--- src/sv/kes_pkg.sv ---
package kes_pkg;

    // Field widths
    localparam int ANGLE_WIDTH     = 32;
    localparam int ANGLE_FRAC_BITS = 28;
    localparam int COUNT_WIDTH     = 10;
    localparam int ECC_WIDTH       = 31;
    localparam int TOL_WIDTH       = 16;
    localparam int CFG_INDEX_WIDTH = 4;
    localparam int CFG_DATA_WIDTH  = 16;

    // Internal formats
    localparam int INT_FRAC     = 60;
    localparam int WORD_WIDTH   = 64;
    localparam int HALF_WIDTH   = WORD_WIDTH / 2;
    localparam int ACC_WIDTH    = 2 * WORD_WIDTH;
    localparam int RED_WIDTH    = ANGLE_WIDTH + 2;
    localparam int DIFF_WIDTH   = ANGLE_WIDTH + 1;
    localparam int FRAC_SHIFT   = INT_FRAC - ANGLE_FRAC_BITS;
    localparam int ECC_SHIFT    = ECC_WIDTH + INT_FRAC - ANGLE_FRAC_BITS;
    localparam int TAYLOR_TERMS = 12;
    localparam int TERM_WIDTH   = $clog2(TAYLOR_TERMS);
    localparam int DIV_WIDTH    = 10;
    localparam int PP_WIDTH     = 3;

    typedef logic signed [ANGLE_WIDTH-1:0] t_angle;
    typedef logic signed [RED_WIDTH-1:0]   t_red;
    typedef logic        [ECC_WIDTH-1:0]   t_ecc;
    typedef logic        [COUNT_WIDTH-1:0] t_count;
    typedef logic        [TOL_WIDTH-1:0]   t_tol;
    typedef logic        [WORD_WIDTH-1:0]  t_word;
    typedef logic        [ACC_WIDTH-1:0]   t_acc;
    typedef logic        [TERM_WIDTH-1:0]  t_term;
    typedef logic        [PP_WIDTH-1:0]    t_pp;
    typedef logic        [CFG_INDEX_WIDTH-1:0] t_cfg_index;
    typedef logic        [CFG_DATA_WIDTH-1:0]  t_cfg_data;

    // Register indexes and reset values
    localparam t_cfg_index CFG_TOLERANCE     = t_cfg_index'(0);
    localparam t_cfg_index CFG_ITERATION_CAP = t_cfg_index'(1);
    localparam t_tol       TOL_RESET         = t_tol'(268);
    localparam t_count     CAP_RESET         = t_count'(1000);

    // pi in Q.60, and pi, 2*pi rounded half up to angle precision
    localparam t_word PI_FIX   = 64'h3243F6A8885A308D;
    localparam t_word PI_HALF  = PI_FIX >> 1;
    localparam t_word PI_A     = (PI_FIX + (t_word'(1) << (FRAC_SHIFT - 1))) >> FRAC_SHIFT;
    localparam t_word TWO_PI_A =
        ((PI_FIX << 1) + (t_word'(1) << (FRAC_SHIFT - 1))) >> FRAC_SHIFT;

    localparam t_red RED_PI      = t_red'(PI_A);
    localparam t_red RED_TWO_PI  = t_red'(TWO_PI_A);
    localparam t_red RED_LOW     = -RED_PI;
    localparam t_red RED_HIGH    = RED_TWO_PI - RED_PI;
    localparam t_red RED_ANG_MAX =
        $signed({{(RED_WIDTH-ANGLE_WIDTH+1){1'b0}}, {(ANGLE_WIDTH-1){1'b1}}});
    localparam t_red RED_ANG_MIN =
        $signed({{(RED_WIDTH-ANGLE_WIDTH+1){1'b1}}, {(ANGLE_WIDTH-1){1'b0}}});

    // Rounding constants for the product accumulator
    localparam t_acc RND_Q60 = t_acc'(1) << (INT_FRAC - 1);
    localparam t_acc RND_ECC = t_acc'(1) << (ECC_SHIFT - 1);

    // Taylor divisors (2k)(2k+1) and floor(2^64 / divisor)
    localparam logic [WORD_WIDTH:0] TWO_POW_64 = {1'b1, {WORD_WIDTH{1'b0}}};

    localparam logic [DIV_WIDTH-1:0] TAYLOR_DIV [TAYLOR_TERMS] = '{
        10'd6, 10'd20, 10'd42, 10'd72, 10'd110, 10'd156,
        10'd210, 10'd272, 10'd342, 10'd420, 10'd506, 10'd600
    };

    localparam t_word TAYLOR_RECIP [TAYLOR_TERMS] = '{
        t_word'(TWO_POW_64 / 6),   t_word'(TWO_POW_64 / 20),  t_word'(TWO_POW_64 / 42),
        t_word'(TWO_POW_64 / 72),  t_word'(TWO_POW_64 / 110), t_word'(TWO_POW_64 / 156),
        t_word'(TWO_POW_64 / 210), t_word'(TWO_POW_64 / 272), t_word'(TWO_POW_64 / 342),
        t_word'(TWO_POW_64 / 420), t_word'(TWO_POW_64 / 506), t_word'(TWO_POW_64 / 600)
    };

    // Multiplier sequence: four partial products, then a drain step
    localparam t_pp PP_DRAIN = t_pp'(4);

    typedef enum logic [3:0] {
        S_IDLE,
        S_REDUCE,
        S_FOLD,
        S_MUL,
        S_SQUARE_DONE,
        S_TERM_DIV,
        S_TERM_REM,
        S_TERM_FIX,
        S_TERM_ACC,
        S_UPDATE,
        S_CHECK,
        S_DONE
    } t_kes_state;

endpackage

--- src/sv/kes_if.sv ---
interface kes_in_if;
    import kes_pkg::*;

    logic   valid;
    logic   ready;
    t_angle mean_anomaly;
    t_ecc   eccentricity;

    modport source (output valid, output mean_anomaly, output eccentricity, input ready);
    modport sink   (input valid, input mean_anomaly, input eccentricity, output ready);
endinterface

interface kes_out_if;
    import kes_pkg::*;

    logic   valid;
    logic   ready;
    t_angle eccentric_anomaly;
    t_count iterations_done;
    logic   not_converged;

    modport source (output valid, output eccentric_anomaly, output iterations_done,
                    output not_converged, input ready);
    modport sink   (input valid, input eccentric_anomaly, input iterations_done,
                    input not_converged, output ready);
endinterface

interface kes_cfg_if;
    import kes_pkg::*;

    logic       valid;
    logic       ready;
    t_cfg_index index;
    t_cfg_data  data;

    modport source (output valid, output index, output data, input ready);
    modport sink   (input valid, input index, input data, output ready);
endinterface

--- src/sv/kepler_equation_solver.sv ---
// Kepler equation solver: E = M + e*sin(E) by fixed-point iteration.
//
// Channels: i_in takes one item (mean anomaly Q3.28, eccentricity Q0.31);
// o_out returns one item per input (last estimate, iteration count,
// not-converged flag); i_cfg writes tolerance (index 0) and iteration cap
// (index 1) and is always ready. Write configuration only while idle.
//
// Each iteration is run on one shared 32x32 multiplier under a sequencer:
// range reduction, fold, u^2, twelve Taylor terms (each a term product,
// reciprocal division and remainder check), e*sin, then update and
// convergence check. i_in is ready only while the sequencer is idle.
//
// The finished result sits in an output register, so the next item is
// accepted while o_out stalls; a second finished result waits in the
// sequencer until the output register frees up. Reset (synchronous,
// active low) empties the output and loads tolerance 268, cap 1000.
module kepler_equation_solver (
    input  logic      i_clk,
    input  logic      i_rst_n,
    kes_in_if.sink    i_in,
    kes_out_if.source o_out,
    kes_cfg_if.sink   i_cfg
);
    import kes_pkg::*;

    // Control state
    t_kes_state r_state, n_state;
    t_kes_state r_ret,   n_ret;
    t_pp        r_pp,    n_pp;
    t_term      r_k,     n_k;
    logic       r_ovalid, n_ovalid;
    t_tol       r_tol,   n_tol;
    t_count     r_cap,   n_cap;

    // Item and iteration datapath
    t_angle r_m,    n_m;
    t_ecc   r_ecc,  n_ecc;
    t_angle r_e,    n_e;
    t_angle r_e1,   n_e1;
    t_count r_iter, n_iter;
    logic   r_nc,   n_nc;
    t_red   r_r,    n_r;
    t_word  r_u,    n_u;
    logic   r_sg,   n_sg;

    // Taylor series
    t_word r_u2,  n_u2;
    t_word r_t,   n_t;
    t_word r_sum, n_sum;
    t_word r_x,   n_x;
    t_word r_q,   n_q;

    // Shared multiplier
    t_word r_ma,   n_ma;
    t_word r_mb,   n_mb;
    t_word r_prod, n_prod;
    t_acc  r_acc,  n_acc;

    // Output register
    t_angle r_out_e,  n_out_e;
    t_count r_out_n,  n_out_n;
    logic   r_out_nc, n_out_nc;

    // Combinational helpers
    logic [HALF_WIDTH-1:0] mul_a, mul_b;
    logic [WORD_WIDTH-1:0] mul_out;
    t_acc                  acc_add;
    logic [RED_WIDTH-1:0]  red_abs;
    t_word                 red_u;
    t_word                 fold_u;
    logic                  fold_flip;
    logic [HALF_WIDTH-1:0] rem;
    logic [HALF_WIDTH-1:0] div_ext;
    t_word                 term_fixed;
    t_word                 sum_next;
    logic [ANGLE_WIDTH-1:0] prod_p;
    t_red                  upd_m;
    t_red                  upd_p;
    t_red                  upd_v;
    t_angle                upd_sat;
    logic signed [DIFF_WIDTH-1:0] diff;
    logic [DIFF_WIDTH-1:0] diff_abs;
    t_count                iter_inc;
    t_count                cap_eff;
    logic                  cap_hit;
    logic                  finished;

    assign i_in.ready  = (r_state == S_IDLE);
    assign i_cfg.ready = 1'b1;

    assign o_out.valid             = r_ovalid;
    assign o_out.eccentric_anomaly = r_out_e;
    assign o_out.iterations_done   = r_out_n;
    assign o_out.not_converged     = r_out_nc;

    // Partial product select and the single multiplier
    always_comb begin
        case (r_pp[1:0])
            2'd0: begin
                mul_a = r_ma[HALF_WIDTH-1:0];
                mul_b = r_mb[HALF_WIDTH-1:0];
            end
            2'd1: begin
                mul_a = r_ma[HALF_WIDTH-1:0];
                mul_b = r_mb[WORD_WIDTH-1:HALF_WIDTH];
            end
            2'd2: begin
                mul_a = r_ma[WORD_WIDTH-1:HALF_WIDTH];
                mul_b = r_mb[HALF_WIDTH-1:0];
            end
            default: begin
                mul_a = r_ma[WORD_WIDTH-1:HALF_WIDTH];
                mul_b = r_mb[WORD_WIDTH-1:HALF_WIDTH];
            end
        endcase
    end

    assign mul_out = mul_a * mul_b;

    // Align the previous partial product by its weight
    always_comb begin
        case (r_pp) inside
            3'd1:       acc_add = {{WORD_WIDTH{1'b0}}, r_prod};
            3'd2, 3'd3: acc_add = {{HALF_WIDTH{1'b0}}, r_prod, {HALF_WIDTH{1'b0}}};
            default:    acc_add = {r_prod, {WORD_WIDTH{1'b0}}};
        endcase
    end

    // Reduced angle magnitude, moved to Q.60
    assign red_abs = r_r[RED_WIDTH-1] ? RED_WIDTH'(-r_r) : RED_WIDTH'(r_r);
    assign red_u   = WORD_WIDTH'(red_abs) << FRAC_SHIFT;

    // Fold into [0, pi/2]
    always_comb begin
        fold_flip = 1'b0;
        if (r_u > PI_FIX) begin
            fold_u    = r_u - PI_FIX;
            fold_flip = 1'b1;
        end else if (r_u > PI_HALF) begin
            fold_u = PI_FIX - r_u;
        end else begin
            fold_u = r_u;
        end
    end

    // Quotient fix-up: the reciprocal estimate is low by at most one
    assign div_ext    = HALF_WIDTH'(TAYLOR_DIV[r_k]);
    assign rem        = r_x[HALF_WIDTH-1:0] - r_acc[HALF_WIDTH-1:0];
    assign term_fixed = (rem >= div_ext) ? r_q + t_word'(1) : r_q;

    // Alternate signs; the subtraction clamps at zero
    always_comb begin
        if (!r_k[0]) begin
            sum_next = (r_sum >= r_t) ? r_sum - r_t : '0;
        end else begin
            sum_next = r_sum + r_t;
        end
    end

    // M +/- e*sin(E), saturated to the angle range
    assign prod_p = r_acc[ECC_SHIFT +: ANGLE_WIDTH];
    assign upd_m  = t_red'(r_m);
    assign upd_p  = $signed({{(RED_WIDTH-ANGLE_WIDTH){1'b0}}, prod_p});
    assign upd_v  = r_sg ? upd_m - upd_p : upd_m + upd_p;

    always_comb begin
        if (upd_v > RED_ANG_MAX) begin
            upd_sat = t_angle'(RED_ANG_MAX);
        end else if (upd_v < RED_ANG_MIN) begin
            upd_sat = t_angle'(RED_ANG_MIN);
        end else begin
            upd_sat = t_angle'(upd_v);
        end
    end

    // Convergence test
    assign diff     = DIFF_WIDTH'(r_e1) - DIFF_WIDTH'(r_e);
    assign diff_abs = diff[DIFF_WIDTH-1] ? DIFF_WIDTH'(-diff) : DIFF_WIDTH'(diff);
    assign iter_inc = r_iter + t_count'(1);
    assign cap_eff  = (r_cap == '0) ? t_count'(1) : r_cap;
    assign cap_hit  = (iter_inc >= cap_eff);
    assign finished = (diff_abs <= DIFF_WIDTH'(r_tol)) || cap_hit;

    // Sequencer
    always_comb begin
        n_state  = r_state;
        n_ret    = r_ret;
        n_pp     = r_pp;
        n_k      = r_k;
        n_ovalid = r_ovalid && !o_out.ready;
        n_tol    = r_tol;
        n_cap    = r_cap;
        n_m      = r_m;
        n_ecc    = r_ecc;
        n_e      = r_e;
        n_e1     = r_e1;
        n_iter   = r_iter;
        n_nc     = r_nc;
        n_r      = r_r;
        n_u      = r_u;
        n_sg     = r_sg;
        n_u2     = r_u2;
        n_t      = r_t;
        n_sum    = r_sum;
        n_x      = r_x;
        n_q      = r_q;
        n_ma     = r_ma;
        n_mb     = r_mb;
        n_prod   = r_prod;
        n_acc    = r_acc;
        n_out_e  = r_out_e;
        n_out_n  = r_out_n;
        n_out_nc = r_out_nc;

        if (i_cfg.valid) begin
            unique case (i_cfg.index)
                CFG_TOLERANCE:     n_tol = i_cfg.data[TOL_WIDTH-1:0];
                CFG_ITERATION_CAP: n_cap = i_cfg.data[COUNT_WIDTH-1:0];
                default: ;
            endcase
        end

        unique case (r_state)
            S_IDLE: begin
                if (i_in.valid) begin
                    n_m     = i_in.mean_anomaly;
                    n_ecc   = i_in.eccentricity;
                    n_e     = i_in.mean_anomaly;
                    n_r     = t_red'(i_in.mean_anomaly);
                    n_iter  = '0;
                    n_state = S_REDUCE;
                end
            end

            S_REDUCE: begin
                // Step by 2*pi until r sits in [-pi, pi)
                if (r_r >= RED_HIGH) begin
                    n_r = r_r - RED_TWO_PI;
                end else if (r_r < RED_LOW) begin
                    n_r = r_r + RED_TWO_PI;
                end else begin
                    n_sg    = r_r[RED_WIDTH-1];
                    n_u     = red_u;
                    n_state = S_FOLD;
                end
            end

            S_FOLD: begin
                n_sg    = r_sg ^ fold_flip;
                n_t     = fold_u;
                n_sum   = fold_u;
                n_k     = '0;
                n_ma    = fold_u;
                n_mb    = fold_u;
                n_acc   = RND_Q60;
                n_pp    = '0;
                n_ret   = S_SQUARE_DONE;
                n_state = S_MUL;
            end

            S_MUL: begin
                n_prod = mul_out;
                if (r_pp != '0) begin
                    n_acc = r_acc + acc_add;
                end
                n_pp = r_pp + t_pp'(1);
                if (r_pp == PP_DRAIN) begin
                    n_state = r_ret;
                end
            end

            S_SQUARE_DONE: begin
                // Hold u^2, start t * u^2 for the first term
                n_u2    = r_acc[INT_FRAC +: WORD_WIDTH];
                n_ma    = r_t;
                n_mb    = r_acc[INT_FRAC +: WORD_WIDTH];
                n_acc   = RND_Q60;
                n_pp    = '0;
                n_ret   = S_TERM_DIV;
                n_state = S_MUL;
            end

            S_TERM_DIV: begin
                // Divide by the constant through its reciprocal
                n_x     = r_acc[INT_FRAC +: WORD_WIDTH];
                n_ma    = r_acc[INT_FRAC +: WORD_WIDTH];
                n_mb    = TAYLOR_RECIP[r_k];
                n_acc   = '0;
                n_pp    = '0;
                n_ret   = S_TERM_REM;
                n_state = S_MUL;
            end

            S_TERM_REM: begin
                n_q     = r_acc[ACC_WIDTH-1:WORD_WIDTH];
                n_ma    = r_acc[ACC_WIDTH-1:WORD_WIDTH];
                n_mb    = WORD_WIDTH'(TAYLOR_DIV[r_k]);
                n_acc   = '0;
                n_pp    = '0;
                n_ret   = S_TERM_FIX;
                n_state = S_MUL;
            end

            S_TERM_FIX: begin
                n_t     = term_fixed;
                n_state = S_TERM_ACC;
            end

            S_TERM_ACC: begin
                n_sum = sum_next;
                n_pp  = '0;
                if (r_k == t_term'(TAYLOR_TERMS - 1)) begin
                    n_ma  = WORD_WIDTH'(r_ecc);
                    n_mb  = sum_next;
                    n_acc = RND_ECC;
                    n_ret = S_UPDATE;
                end else begin
                    n_k   = r_k + t_term'(1);
                    n_ma  = r_t;
                    n_mb  = r_u2;
                    n_acc = RND_Q60;
                    n_ret = S_TERM_DIV;
                end
                n_state = S_MUL;
            end

            S_UPDATE: begin
                n_e1    = upd_sat;
                n_state = S_CHECK;
            end

            S_CHECK: begin
                n_e    = r_e1;
                n_iter = iter_inc;
                if (finished) begin
                    n_nc    = cap_hit;
                    n_state = S_DONE;
                end else begin
                    n_r     = t_red'(r_e1);
                    n_state = S_REDUCE;
                end
            end

            S_DONE: begin
                // Wait for the output register to free up
                if (!r_ovalid || o_out.ready) begin
                    n_ovalid = 1'b1;
                    n_out_e  = r_e;
                    n_out_n  = r_iter;
                    n_out_nc = r_nc;
                    n_state  = S_IDLE;
                end
            end

            default: n_state = S_IDLE;
        endcase
    end

    always_ff @(posedge i_clk) begin
        if (!i_rst_n) begin
            r_state  <= S_IDLE;
            r_ovalid <= 1'b0;
            r_tol    <= TOL_RESET;
            r_cap    <= CAP_RESET;
        end else begin
            r_state  <= n_state;
            r_ovalid <= n_ovalid;
            r_tol    <= n_tol;
            r_cap    <= n_cap;
        end
    end

    always_ff @(posedge i_clk) begin
        r_ret    <= n_ret;
        r_pp     <= n_pp;
        r_k      <= n_k;
        r_m      <= n_m;
        r_ecc    <= n_ecc;
        r_e      <= n_e;
        r_e1     <= n_e1;
        r_iter   <= n_iter;
        r_nc     <= n_nc;
        r_r      <= n_r;
        r_u      <= n_u;
        r_sg     <= n_sg;
        r_u2     <= n_u2;
        r_t      <= n_t;
        r_sum    <= n_sum;
        r_x      <= n_x;
        r_q      <= n_q;
        r_ma     <= n_ma;
        r_mb     <= n_mb;
        r_prod   <= n_prod;
        r_acc    <= n_acc;
        r_out_e  <= n_out_e;
        r_out_n  <= n_out_n;
        r_out_nc <= n_out_nc;
    end

endmodule

--- src/flat_wrapper.sv ---
// flat-port wrapper written by rule: the top's interface ports become plain ports
module kepler_equation_solver_flat import kes_pkg::*;
  (i_clk, i_rst_n, i_in_valid, i_in_mean_anomaly, i_in_eccentricity, i_in_ready, o_out_valid, o_out_eccentric_anomaly, o_out_iterations_done, o_out_not_converged, o_out_ready, i_cfg_valid, i_cfg_index, i_cfg_data, i_cfg_ready);
  kes_in_if i_in_i ();
  kes_out_if o_out_i ();
  kes_cfg_if i_cfg_i ();
  input  logic i_clk;
  input  logic i_rst_n;
  input wire logic [$bits(i_in_i.valid)-1:0] i_in_valid;
  input wire logic [$bits(i_in_i.mean_anomaly)-1:0] i_in_mean_anomaly;
  input wire logic [$bits(i_in_i.eccentricity)-1:0] i_in_eccentricity;
  output wire logic [$bits(i_in_i.ready)-1:0] i_in_ready;
  output wire logic [$bits(o_out_i.valid)-1:0] o_out_valid;
  output wire logic [$bits(o_out_i.eccentric_anomaly)-1:0] o_out_eccentric_anomaly;
  output wire logic [$bits(o_out_i.iterations_done)-1:0] o_out_iterations_done;
  output wire logic [$bits(o_out_i.not_converged)-1:0] o_out_not_converged;
  input wire logic [$bits(o_out_i.ready)-1:0] o_out_ready;
  input wire logic [$bits(i_cfg_i.valid)-1:0] i_cfg_valid;
  input wire logic [$bits(i_cfg_i.index)-1:0] i_cfg_index;
  input wire logic [$bits(i_cfg_i.data)-1:0] i_cfg_data;
  output wire logic [$bits(i_cfg_i.ready)-1:0] i_cfg_ready;
  assign i_in_i.valid = i_in_valid;
  assign i_in_i.mean_anomaly = i_in_mean_anomaly;
  assign i_in_i.eccentricity = i_in_eccentricity;
  assign i_in_ready = i_in_i.ready;
  assign o_out_valid = o_out_i.valid;
  assign o_out_eccentric_anomaly = o_out_i.eccentric_anomaly;
  assign o_out_iterations_done = o_out_i.iterations_done;
  assign o_out_not_converged = o_out_i.not_converged;
  assign o_out_i.ready = o_out_ready;
  assign i_cfg_i.valid = i_cfg_valid;
  assign i_cfg_i.index = i_cfg_index;
  assign i_cfg_i.data = i_cfg_data;
  assign i_cfg_ready = i_cfg_i.ready;
  kepler_equation_solver u_core (.i_clk(i_clk), .i_rst_n(i_rst_n), .i_in(i_in_i), .o_out(o_out_i), .i_cfg(i_cfg_i));
endmodule
--- config.mk ---
export PLATFORM = sky130hd
export DESIGN_NAME = kepler_equation_solver_flat
export DESIGN_NICKNAME = d
export VERILOG_FILES = /design/src/sv/kes_pkg.sv /design/src/sv/kes_if.sv /design/src/sv/kepler_equation_solver.sv /design/src/flat_wrapper.sv
export SDC_FILE = /design/constraint.sdc
export NUM_CORES = 2
export LEC_CHECK = 0
export BUFFER_PORTS_ARGS = -buffer_cell sky130_fd_sc_hd__clkbuf_2
export CAP_MARGIN = 10
export CORE_ASPECT_RATIO = 0.6
export CORE_UTILIZATION = 45
export CTS_BUF_LIST = sky130_fd_sc_hd__clkbuf_4
export DETAILED_ROUTE_END_ITERATION = 8
export PLACE_DENSITY = 0.63
export SLEW_MARGIN = 40
export SYNTH_ARGS = -nofsm -noshare
export SYNTH_HDL_FRONTEND = slang
export SYNTH_SLANG_ARGS = --single-unit
--- constraint.sdc ---
create_clock -name i_clk -period 25.6 [get_ports i_clk]
set_input_delay 5.12 -clock i_clk [delete_from_list [all_inputs] [get_ports i_clk]]
set_output_delay 5.12 -clock i_clk [all_outputs]
set_load 0.03 [all_outputs]
; ---- Yosys cells after proc, flatten, opt, wreduce, memory -nomap -nowiden
; Memory sizes are Yosys's and may differ from the RTL's.
; Cells that the tools add are included.
[totals]
register_bits = 898
romBits = 1184
in_bits = 88
n_memories = 2
output_inout_bits = 46
word_cells = 181
[memory_table]
columns = name, words, word_bits, read_ports, rd_clocked_by_memory_dff, write_ports, line_no
row1 = (name not given), 16, 64, 1, 0, 0, kepler_equation_solver.sv:287  ; n_mb = TAYLOR_RECIP[r_k];
row2 = (name not given), 16, 10, 1, 0, 0, kepler_equation_solver.sv:147  ; assign div_ext = HALF_WIDTH'(TAYLOR_DIV[r_k]);
[classes]
order_cmp = 11
n_eq_ne = 28
n_bitwise = 4
add_sub_neg = 17
muxes = 54
mul = 1
reduce_logical = 36
[ops]
columns = operator, n
row1 = 64-bit case mux with 5 select lines, 2
row2 = 64-bit 2-to-1 mux, 9
row3 = 128-bit case mux with 4 select lines, 1
row4 = 128-bit 2-to-1 mux, 3
row5 = 64-bit case mux with 2 select lines, 2
row6 = 34-bit 2-to-1 mux, 5
row7 = 32-bit 2-to-1 mux, 5
row8 = 128-bit adder, 1
row9 = 34-bit case mux with 3 select lines, 1
row10 = "64-bit by 1-bit adder with 64-bit output, second input constant", 1
row11 = 64-bit adder, 1
row12 = 64-bit greater-or-equal comparator, 1
row13 = "64-bit by 61-bit greater-than comparator with 1-bit output, second input constant", 1
row14 = "64-bit by 62-bit greater-than comparator with 1-bit output, second input constant", 1
row15 = 32-bit by 32-bit multiplier with 64-bit output, 1
row16 = 32-bit case mux with 2 select lines, 1
row17 = "62-bit by 64-bit subtractor with 64-bit output, first input constant", 1
row18 = "64-bit by 62-bit subtractor with 64-bit output, second input constant", 1
row19 = 64-bit subtractor, 1
row20 = 63-bit 2-to-1 mux, 1
row21 = 10-bit 2-to-1 mux, 4
row22 = 32-bit by 33-bit adder with 34-bit output, 1
row23 = "34-bit by 32-bit adder with 34-bit output, second input constant", 1
row24 = "34-bit by 31-bit greater-or-equal comparator with 1-bit output, second input constant", 1
row25 = 56 further kinds, 104

; ---- Depth between registers and ports, before layout
[logic_depth]
word_depth = 7
mapped_depth = 38
mapped_depth_nobuf = 35

; ---- Least setup slack after synthesis
; No wires, ideal clock.
[synth_timing]
kind = register to register
startpoint = reg u_core.r_state[1]
endpoint = reg u_core.r_acc[0] (enable)
path_buffers = 1
slack_ps = 11584
t_required_ps = 24226
path_stages_with_launch = 5
arrival_time_ps = 12642
synth_period_minus_slack_ps = 14016
path_cell_list = dfxtp_1 > clkbuf_1 > nand2_1 > nor3_1 > a31oi_1
[synth_between]
elab_chain_len = 4
elab_cells_between_ends = 11
classes_between = 7 x eq/ne / 4 x reduce/logical
[synth_lines]
columns = item, line_no
row1 = start: declaration, kepler_equation_solver.sv:27  ; t_kes_state r_state, n_state;
row2 = start signal: assignment, kepler_equation_solver.sv:366  ; r_state <= n_state;
row3 = 4-bit by 2-bit == test with 1-bit output or 4-bit by 3-bit == test with 1-bit output (tied branches), kepler_equation_solver.sv:223  ; unique case (r_state)
row4 = 2-bit OR reduction (no source line), -
row5 = 4-bit nonzero test (no source line), -
row6 = 2-bit AND reduction (no source line) *, -
row7 = end signal: assignment, kepler_equation_solver.sv:394  ; r_acc <= n_acc;
row8 = end: declaration, kepler_equation_solver.sv:57  ; t_acc r_acc, n_acc;
; Mark *: on every way between the ends. The rest lies on a longest branch, timed or not.
; A chain may end at the register's enable or synchronous reset.

; ---- Final worst setup path
[layout_timing]
startpoint = reg u_core.r_pp[1]
endpoint = reg u_core.r_prod[60] (data pin)
[layout_between]
elab_chain_len = 4
elab_cells_between_ends = 8
classes_between = 1 x mul / 2 x eq/ne / 2 x mux / 3 x reduce/logical
[layout_lines]
columns = item, line_no
row1 = start: declaration, kepler_equation_solver.sv:29  ; t_pp r_pp, n_pp;
row2 = start signal: assignment, kepler_equation_solver.sv:375  ; r_pp <= n_pp;
row3 = 2-bit by 1-bit == test with 1-bit output (tied with other cells), kepler_equation_solver.sv:98  ; case (r_pp[1:0])
row4 = 2-bit OR reduction (no source line), -
row5 = 32-bit 2-to-1 mux, kepler_equation_solver.sv:98
row6 = 32-bit by 32-bit multiplier with 64-bit output *, kepler_equation_solver.sv:118  ; assign mul_out = mul_a * mul_b;
row7 = named net u_core.mul_out[60], kepler_equation_solver.sv:66  ; logic [WORD_WIDTH-1:0] mul_out;
row8 = end signal: assignment, kepler_equation_solver.sv:393  ; r_prod <= n_prod;
row9 = end: declaration, kepler_equation_solver.sv:56  ; t_word r_prod, n_prod;
; Mark *: on every way through the listed nets, which the timed path passes. The rest lies on a longest branch.

==> metrics.txt <==
outcome complete, but fails checks; failing checks design-rule violations; Post-CTS Resized 0; R2R depth 34; GP Congestion 1.08; relative slew slack 0.318; Critical Path Start Type flop; Post-synth ARST share 0; Root Buffer clkbuf_4; Max Cap Viol 0; DR DRC count 43; delay-heaviest family, CP adder cells; CTS max path bufs 4; drt initial violations around 15000; CTS H-Tree Depth 4; clk slew on worst S/H paths roughly 100 ps; global routing's busiest layer met1; largest net degree at the start of global routing roughly 110; Max Fclk 83.3 MHz; Synth Cell Area 97400 µm²; Clock Sinks ~900; met2 GRT Util 0.452; synth warn 0; Data arrival, critical path between 10000 and 15000 ps; Die Wd 603 µm; Worst-Skew Late Latency 1210 ps; via count slightly below 90000; Syn Inst Count approximately 11000; initial antenna violation count 23; hold_sp u_core.r_nc$_DFFE_PP_; Worst Path Required 26490 ps; # port buffers about 130; CTS tree done; Layout area overhead 7.85%; Worst setup EP type flop; Die Y about 360 µm; Post CTS Setup Buffer Count 0; Reg2Reg Setup Slack approximately 14000 ps; Most common cell on crit path fa_1; WL per Instance ~31 µm; Worst Tran Pin Value 1020 ps; Post-synth EDFFs slightly below 900; CORE AREA between 200000 and 250000 µm²; initial core utilization 0.456; met1 Use GR 0.586; reg2reg start u_core.r_pp[1]$_SDFFCE_PP0P_; Global Route Usage Sum 0.386; first-pass GRT wire length 604 mm; CP max stage cell a211oi_2; syn nets roughly 12000; Die Area 218000 µm²; IO Pins between 100 and 150; setup TNS 0 ps; Tcrit/Tclk final 0.469; drt via density 6.41; Syn Area/Cell 9.17 µm²; Setup-failing EPs final 0; sequential share of the synthesized area 0.274; Crit path buffers/inverters 8; Final Skew 157 ps; Final #Nets 12300; critical path type reg2reg; Final Critical Period approximately 12000 ps; crit path launch u_core.r_pp[1]$_SDFFCE_PP0P_; dominant synthesized flop cell edfxtp_1; drt first pass iters 9; Fin. Hold Viols 0; met3 Usage GRT 0.210; Hold-fix buffers, CTS 0; CTS buffer count around 230; Hold Path Sink u_core.o_out.not_converged$_DFFE_PP_; post-DP HPWL around 340 mm; RSZ-0062 raised after global routing no; Hold Crit Class reg2reg; grt total ovfl 0; wirelength, routed 430 mm; WHS Path Cells 0; vias in the first global route roughly 82000; Crit path largest cell delay ~680 ps; Synth cell types 120; #FFs+latches synth about 900; Final ANT Viol Nets 0; Pins Over Slew Limit 0; worst-path fanout max 46; share of post-route cells with drive strength above 1 0.0942; Reg2Reg Capture Point u_core.r_prod[60]$_DFFE_PP_; # rows about 130
## metal layers
| metal | up-vias | routed length (µm) |
|---|---|---|
| met4 | 22 | 12300 |
| met5 | - | 1010 |
| met2 | 6559 | 147000 |
| met1 | 43300 | 189000 |
| li1 | 37000 | - |
| met3 | 673 | 80600 |
## cell usage after synthesis (all sizes together), types with 70 or more instances
library cell,instances,area share
a21o,309,0.024
a21oi,729,0.037
a222oi,78,0.0080
a31oi,72,0.0047
and2,112,0.0073
and3,73,0.0048
clkbuf,502,0.020
edfxtp,867,0.27
fa,903,0.19
ha,701,0.090
inv,1249,0.048
mux2,70,0.0081
mux2i,148,0.015
nand2,1051,0.040
nand2b,73,0.0047
nand3,139,0.0071
nand4,118,0.0076
nor2,1154,0.044
nor3,130,0.0068
nor4,78,0.0053
o211ai,89,0.0069
o21a,93,0.0072
o21ai,410,0.021
o21bai,110,0.0085
xnor2,307,0.028
xor2,124,0.011
## area by class of cell
cell class / count / area, µm²
Antenna cell: 15 / 37.5
Clock buffer: 314 / 2360
Clock inverter: 80 / 458
Fill cell: 20300 / 109000
Inverter: 1253 / 4720
Multi-Input combinational cell: 7923 / 65000
Sequential cell: 898 / 26700
Tap cell: 2859 / 3580
Timing Repair Buffer: 325 / 2270
## layout by cell type, fill, tap and decap left out, types with 88 or more instances in the layout
cell type / instances
a21o_1: 303
a21oi_1: 718
and2_1: 107
buf_4: 161
clkbuf_2: 132
clkbuf_4: 315
edfxtp_1: 867
fa_1: 903
ha_1: 701
inv_1: 1245
mux2i_1: 93
nand2_1: 1047
nand3_1: 138
nand4_1: 117
nor2_1: 1142
nor3_1: 123
o211ai_1: 88
o21a_1: 93
o21ai_0: 392
o21bai_1: 110
xnor2_1: 287
xor2_1: 107
## cells by family after synthesis
logic type / count (synthesis) / synth area share
AND/OR/NAND/NOR: 3171 / 0.146
AO/OA/AOI/OAI: 2497 / 0.172
buffers and inverters: 1803 / 0.0703
adder cells (fa/ha/maj): 1604 / 0.276
flip-flops: 898 / 0.274
XOR/XNOR: 431 / 0.0388
multiplexers: 219 / 0.0235
other: 1 / 0.0000385
## worst max path at each step
stage	end	slack, ps	depth (start not counted)
after floorplan	u_core.r_acc[0]$_DFFE_PP_	11580	4
after global placement	u_core.r_prod[61]$_DFFE_PP_	13380	32
after detailed placement	u_core.r_prod[56]$_DFFE_PP_	13860	34
after CTS	u_core.r_prod[60]$_DFFE_PP_	13820	34
after global routing	u_core.r_prod[58]$_DFFE_PP_	13320	34
final	u_core.r_prod[60]$_DFFE_PP_	13590	34
## metrics by stage
step                utilization  std cells  cell area (µm²)  hold slack, ps  setup slack [ps]
global route              0.491      13700           105000             448             13320
CTS                       0.491      13600           105000             427             13820
floorplan                     -      10600            97400             400             11580
finish                    0.492      13700           105000             422             13590
global placement          0.474      13200           101000             407             13380
detailed placement        0.477      13300           102000             417             13860
## flip-flops by register name, indices dropped and copies added (netlist names), 64 cells and up
name           count
u_core.r_u2       64
u_core.r_acc     128
u_core.r_mb       64
u_core.r_q        64
u_core.r_ma       64
u_core.r_t        64
u_core.r_sum      64
u_core.r_prod     64
Power is not shown: default switching activity piles up to over one toggle a cycle in this logic, so the estimate is an artifact.
